--- src/rtl/peak_preserving_decimator_core_defines.svh ---
// ----------------------------------------------------------------------------
// Peak-preserving decimator assertion macros
// Concurrent assertion wrappers, empty when SYNTHESIS is defined.
// ----------------------------------------------------------------------------
`ifndef PEAK_PRESERVING_DECIMATOR_CORE_DEFINES_SVH
`define PEAK_PRESERVING_DECIMATOR_CORE_DEFINES_SVH

`ifndef SYNTHESIS

// Property checked on clk_i, off while rst_ni is low.
`define PPDEC_ASSERT(lbl, prop, msg) \
  lbl: assert property (@(posedge clk_i) disable iff (!rst_ni) (prop)) else $error(msg);

// Same-cycle implication.
`define PPDEC_ASSERT_IMP(lbl, ante, cons, msg) \
  lbl: assert property (@(posedge clk_i) disable iff (!rst_ni) (ante) |-> (cons)) \
    else $error(msg);

`else

`define PPDEC_ASSERT(lbl, prop, msg)
`define PPDEC_ASSERT_IMP(lbl, ante, cons, msg)

`endif

`endif

--- src/rtl/ppdec_ram.sv ---
// ----------------------------------------------------------------------------
// Generic single-port-write RAM
// One write port, one read port, read data registered.
// ----------------------------------------------------------------------------
`timescale 1ns / 1ps
`default_nettype none

module ppdec_ram #(
  parameter int WIDTH = 8,
  parameter int DEPTH = 16,
  localparam int AW   = (DEPTH > 1) ? $clog2(DEPTH) : 1
) (
  input  wire logic             clk_i,
  input  wire logic             we_i,
  input  wire logic [AW-1:0]    waddr_i,
  input  wire logic [WIDTH-1:0] wdata_i,
  input  wire logic             re_i,
  input  wire logic [AW-1:0]    raddr_i,
  output logic      [WIDTH-1:0] rdata_o
);

  logic [WIDTH-1:0] mem [DEPTH];
  logic [WIDTH-1:0] rdata_q;

  always_ff @(posedge clk_i) begin
    if (we_i) begin
      mem[waddr_i] <= wdata_i;
    end
    // read-first: a same-address write is not seen until the next read
    if (re_i) begin
      rdata_q <= mem[raddr_i];
    end
  end

  assign rdata_o = rdata_q;

endmodule

`default_nettype wire

--- config.mk ---
export PLATFORM = sky130hd
export DESIGN_NAME = ppdec_ram
export DESIGN_NICKNAME = d
export VERILOG_FILES = /design/src/rtl/peak_preserving_decimator_core_defines.svh /design/src/rtl/ppdec_ram.sv
export SDC_FILE = /design/constraint.sdc
export NUM_CORES = 1
export LEC_CHECK = 0
export BUFFER_PORTS_ARGS = -buffer_cell sky130_fd_sc_hd__buf_2
export CORE_UTILIZATION = 59
export CTS_CLUSTER_SIZE = 16
export DETAILED_ROUTE_END_ITERATION = 10
export PLACE_DENSITY = 0.77
export SLEW_MARGIN = 25
export SYNTH_ARGS = -nofsm -noshare
export SYNTH_HDL_FRONTEND = slang
export SYNTH_SLANG_ARGS = --single-unit
--- constraint.sdc ---
create_clock -name clk_i -period 3 [get_ports clk_i]
set_input_delay 0.15 -clock clk_i [delete_from_list [all_inputs] [get_ports clk_i]]
set_output_delay 0.15 -clock clk_i [all_outputs]
set_load 0.03 [all_outputs]
==> impl_results.md <==
- Area contributors post-synth: edfxtp_1 78%, mux4_2 7.8%, mux4_1 7.0%
- Reg2Reg Setup Slack: 1.45 ns
- Die Width: 96.13 um
- I/O Buffers: 26
- Worst-Skew Late Latency: approximately 0.52 ns
- Final WL: 9759 um
- Final Hold Fails: 0
- Most common cell in the synthesized netlist: edfxtp_1
- Crit Path Class: primary input to register
- Seq cells post-synth: 136
- Status: complete, no violations
- Post-synthesis cell area: 5228 um2
- Reg-to-Reg Start: mem[3][7]
- Worst-path clk slew: 0.06 ns
- Yosys top cell area share: 0.7812
- Hold endpoint: mem[5][3]
- Initial antenna violation count: 0
- Initial Util: 0.6237
- Placed inst area: 5453 um2
- Synth Flop Type: edfxtp_1
- Synth cell types: 18
- Crit path required time: 3.25 ns
- Root Buffer: clkbuf_8
- Post-synthesis sequential area ratio: 0.7812
- Hold Crit Depth: 1
- Ports: 27
- Mapped Nets: 248
- P&R area growth vs syn: 16.59%
- Hold Path Class: primary input to register
- Die area: 9241 um2
- Overall Power: 4513 uW
- Crit path max fanout: 19
- Max Cap Viol: 0
- FP Rows: 33
- Critical path cell sequence: buf_2 -> buf_12 -> mux4_1 -> a22oi_1 -> nand2_1
- Routed WL per cell: 25.09 um
- Minimum clock period: around 1.6 ns
- N_diodes: 0
- Mean post-synth cell area: 22.83 um2
- # DRC: 0
- Cts hold-fix bufs: 2
- GR Overflow Total: 0
- Detail Route Antenna Nets: 0
- Die Height: around 96 um
- Mapped Cells: about 230
- H-Tree Level Count: 4
- Period Utilization, post-route: 0.5308
- Deepest clock path buffer count: 2
- Slew headroom: 0.3751
- Async S/R FF share, synth: 0
- Leak Pwr: 0.002056 uW
- Overall routing resource usage: 0.2448
- # resized after CTS: 0
- CP Data Arrival Time: 1.85 ns
- HPWL after detailed placement: 5724 um
- Core Box Area: 8382 um2
- CTS tree: done
- Max VDD drop: 528.0 uV
- HP Start: wdata_i[3]
- Final Setup Violations: 0
- Share of layout cells above drive strength 1: 0.2782
- Max-slew violation count: 0
- R2R depth: 3
- Final RePlAce weighted congestion: 0.8130
- Design Area, Final: 6095 um2
- First-pass GRT wire length: 14590 um
- Critical path's largest stage delay: about 0.59 ns
- PwrDens: 740.5 nW/um2
- Critical Path Slowest Stage Cell: mux4_1
- Total number of vias: 2462
- Number of enable flip-flop cells after synthesis: 136
- # nets final: 290
- Setup_tns: 0 ns
- Via-to-Cell Ratio: 6.329
- Initial drt markers: 271
- Worst setup SP type: primary input
- Critical path capture point type: register
- Largest net degree at the start of global routing: 33
- Vias in the first global route: 2436
- End of the worst register-to-register path: rdata_o[7]
- Drt first pass iters: 4
- Final Skew: about 0.013 ns
- Syn. warnings: 0
- RSZ-0062 raised after global routing: false
- Synth area leader: edfxtp_1
- CTS Sinks: 136
- Actual slew at the worst max-slew pin: 0.9338 ns
- Max Freq: 0.6279 GHz
- Synth top cells by count: 136 x edfxtp_1, 18 x mux4_2, 16 x a22oi_1
- TritonCTS Buffers: 17
- Setup Fix Bufs, Post-CTS: 0
- Fillers: 466
[cells in the final DEF, fill, tap and decap left out, types with 2 or more instances in the layout]
cell / instances
edfxtp_1: 136
buf_2: 26
mux4_2: 18
a22oi_1: 16
clkbuf_16: 16
mux4_1: 14
nor2_1: 13
nand2_1: 9
bufinv_16: 5
nor3_1: 4
clkinv_2: 4
buf_4: 4
nand3b_1: 2
nand2b_1: 2
clkinv_1: 2
clkinv_4: 2
dlygate4sd3_1: 2
[cell families (layout without fill, tap and decap cells)]
family / after synthesis / in the layout / share of synthesized area
DFF: 136 / 136 / 0.7812
and+or+nand+nor: 35 / 35 / 0.03136
muxes: 32 / 32 / 0.1479
AOI/OAI and AO/OA: 16 / 16 / 0.02298
buffers and inverters: 10 / 65 / 0.01651
[state kept, by name, summed over array words and instances, names as in the netlist]
signal   flops
mem        128
rdata_o      8
[power breakdown]
part / internal [uW] / switching [uW] / leakage (uW)
logic: 79.1 / 126 / 0.000512
clock network: 1420 / 729 / 0.000308
registers: 2140 / 11.3 / 0.00124
total: 3650 / 867 / 0.00206
[worst max-delay path: cells and delay by family]
kind / cells / cell delay, ns
mux: 1 / 0.59
simple gates: 1 / 0.10
compound gates: 1 / 0.30
buf+inv: 2 / 0.69
[cell type report]
| cell class | count | area [um2] | share of cell area |
|---|---|---|---|
| repair buffers | 33 | 200.2 | 0.03285 |
| clock buffers | 18 | 417.9 | 0.06857 |
| well taps | 105 | 131.4 | 0.02156 |
| flip-flops and latches | 136 | 4084 | 0.6701 |
| multi-input cells | 83 | 1057 | 0.1735 |
| clock inverters | 14 | 203.9 | 0.03346 |
[worst max path at each step]
stage	from	endpoint	slack, ns	depth (start not counted)
2_1_floorplan	waddr_i[2]	mem[0][0]	1.36	2
3_3_place_gp	raddr_i[0]	rdata_o[1]	0.88	5
3_5_place_dp	raddr_i[0]	rdata_o[1]	0.89	5
4_1_cts	raddr_i[0]	rdata_o[1]	1.40	5
5_1_grt	raddr_i[0]	rdata_o[1]	1.37	5
6_report	raddr_i[0]	rdata_o[1]	1.41	5
[routing by layer]
layer  vias up  global-route usage  part of all wire
met5         -                   0                 0
met4         0              0.1206             0.024
met3        19             0.06319             0.081
met2       131              0.3747              0.50
met1      1243              0.3318              0.39
li1       1069                   -                 -
[through the flow]
stage,utilization,hold slack [ns],setup WS [ns],cells
floorplan,-,0.2489,1.357,229
global placement,0.6505,0.5220,0.8818,355
detailed placement,0.6505,0.5269,0.8864,355
CTS,0.7271,0.006469,1.402,389
global route,0.7271,0.01370,1.367,389
finish,0.7271,0.01747,1.407,389
No activity file was read; power rests on OpenSTA's default activity.
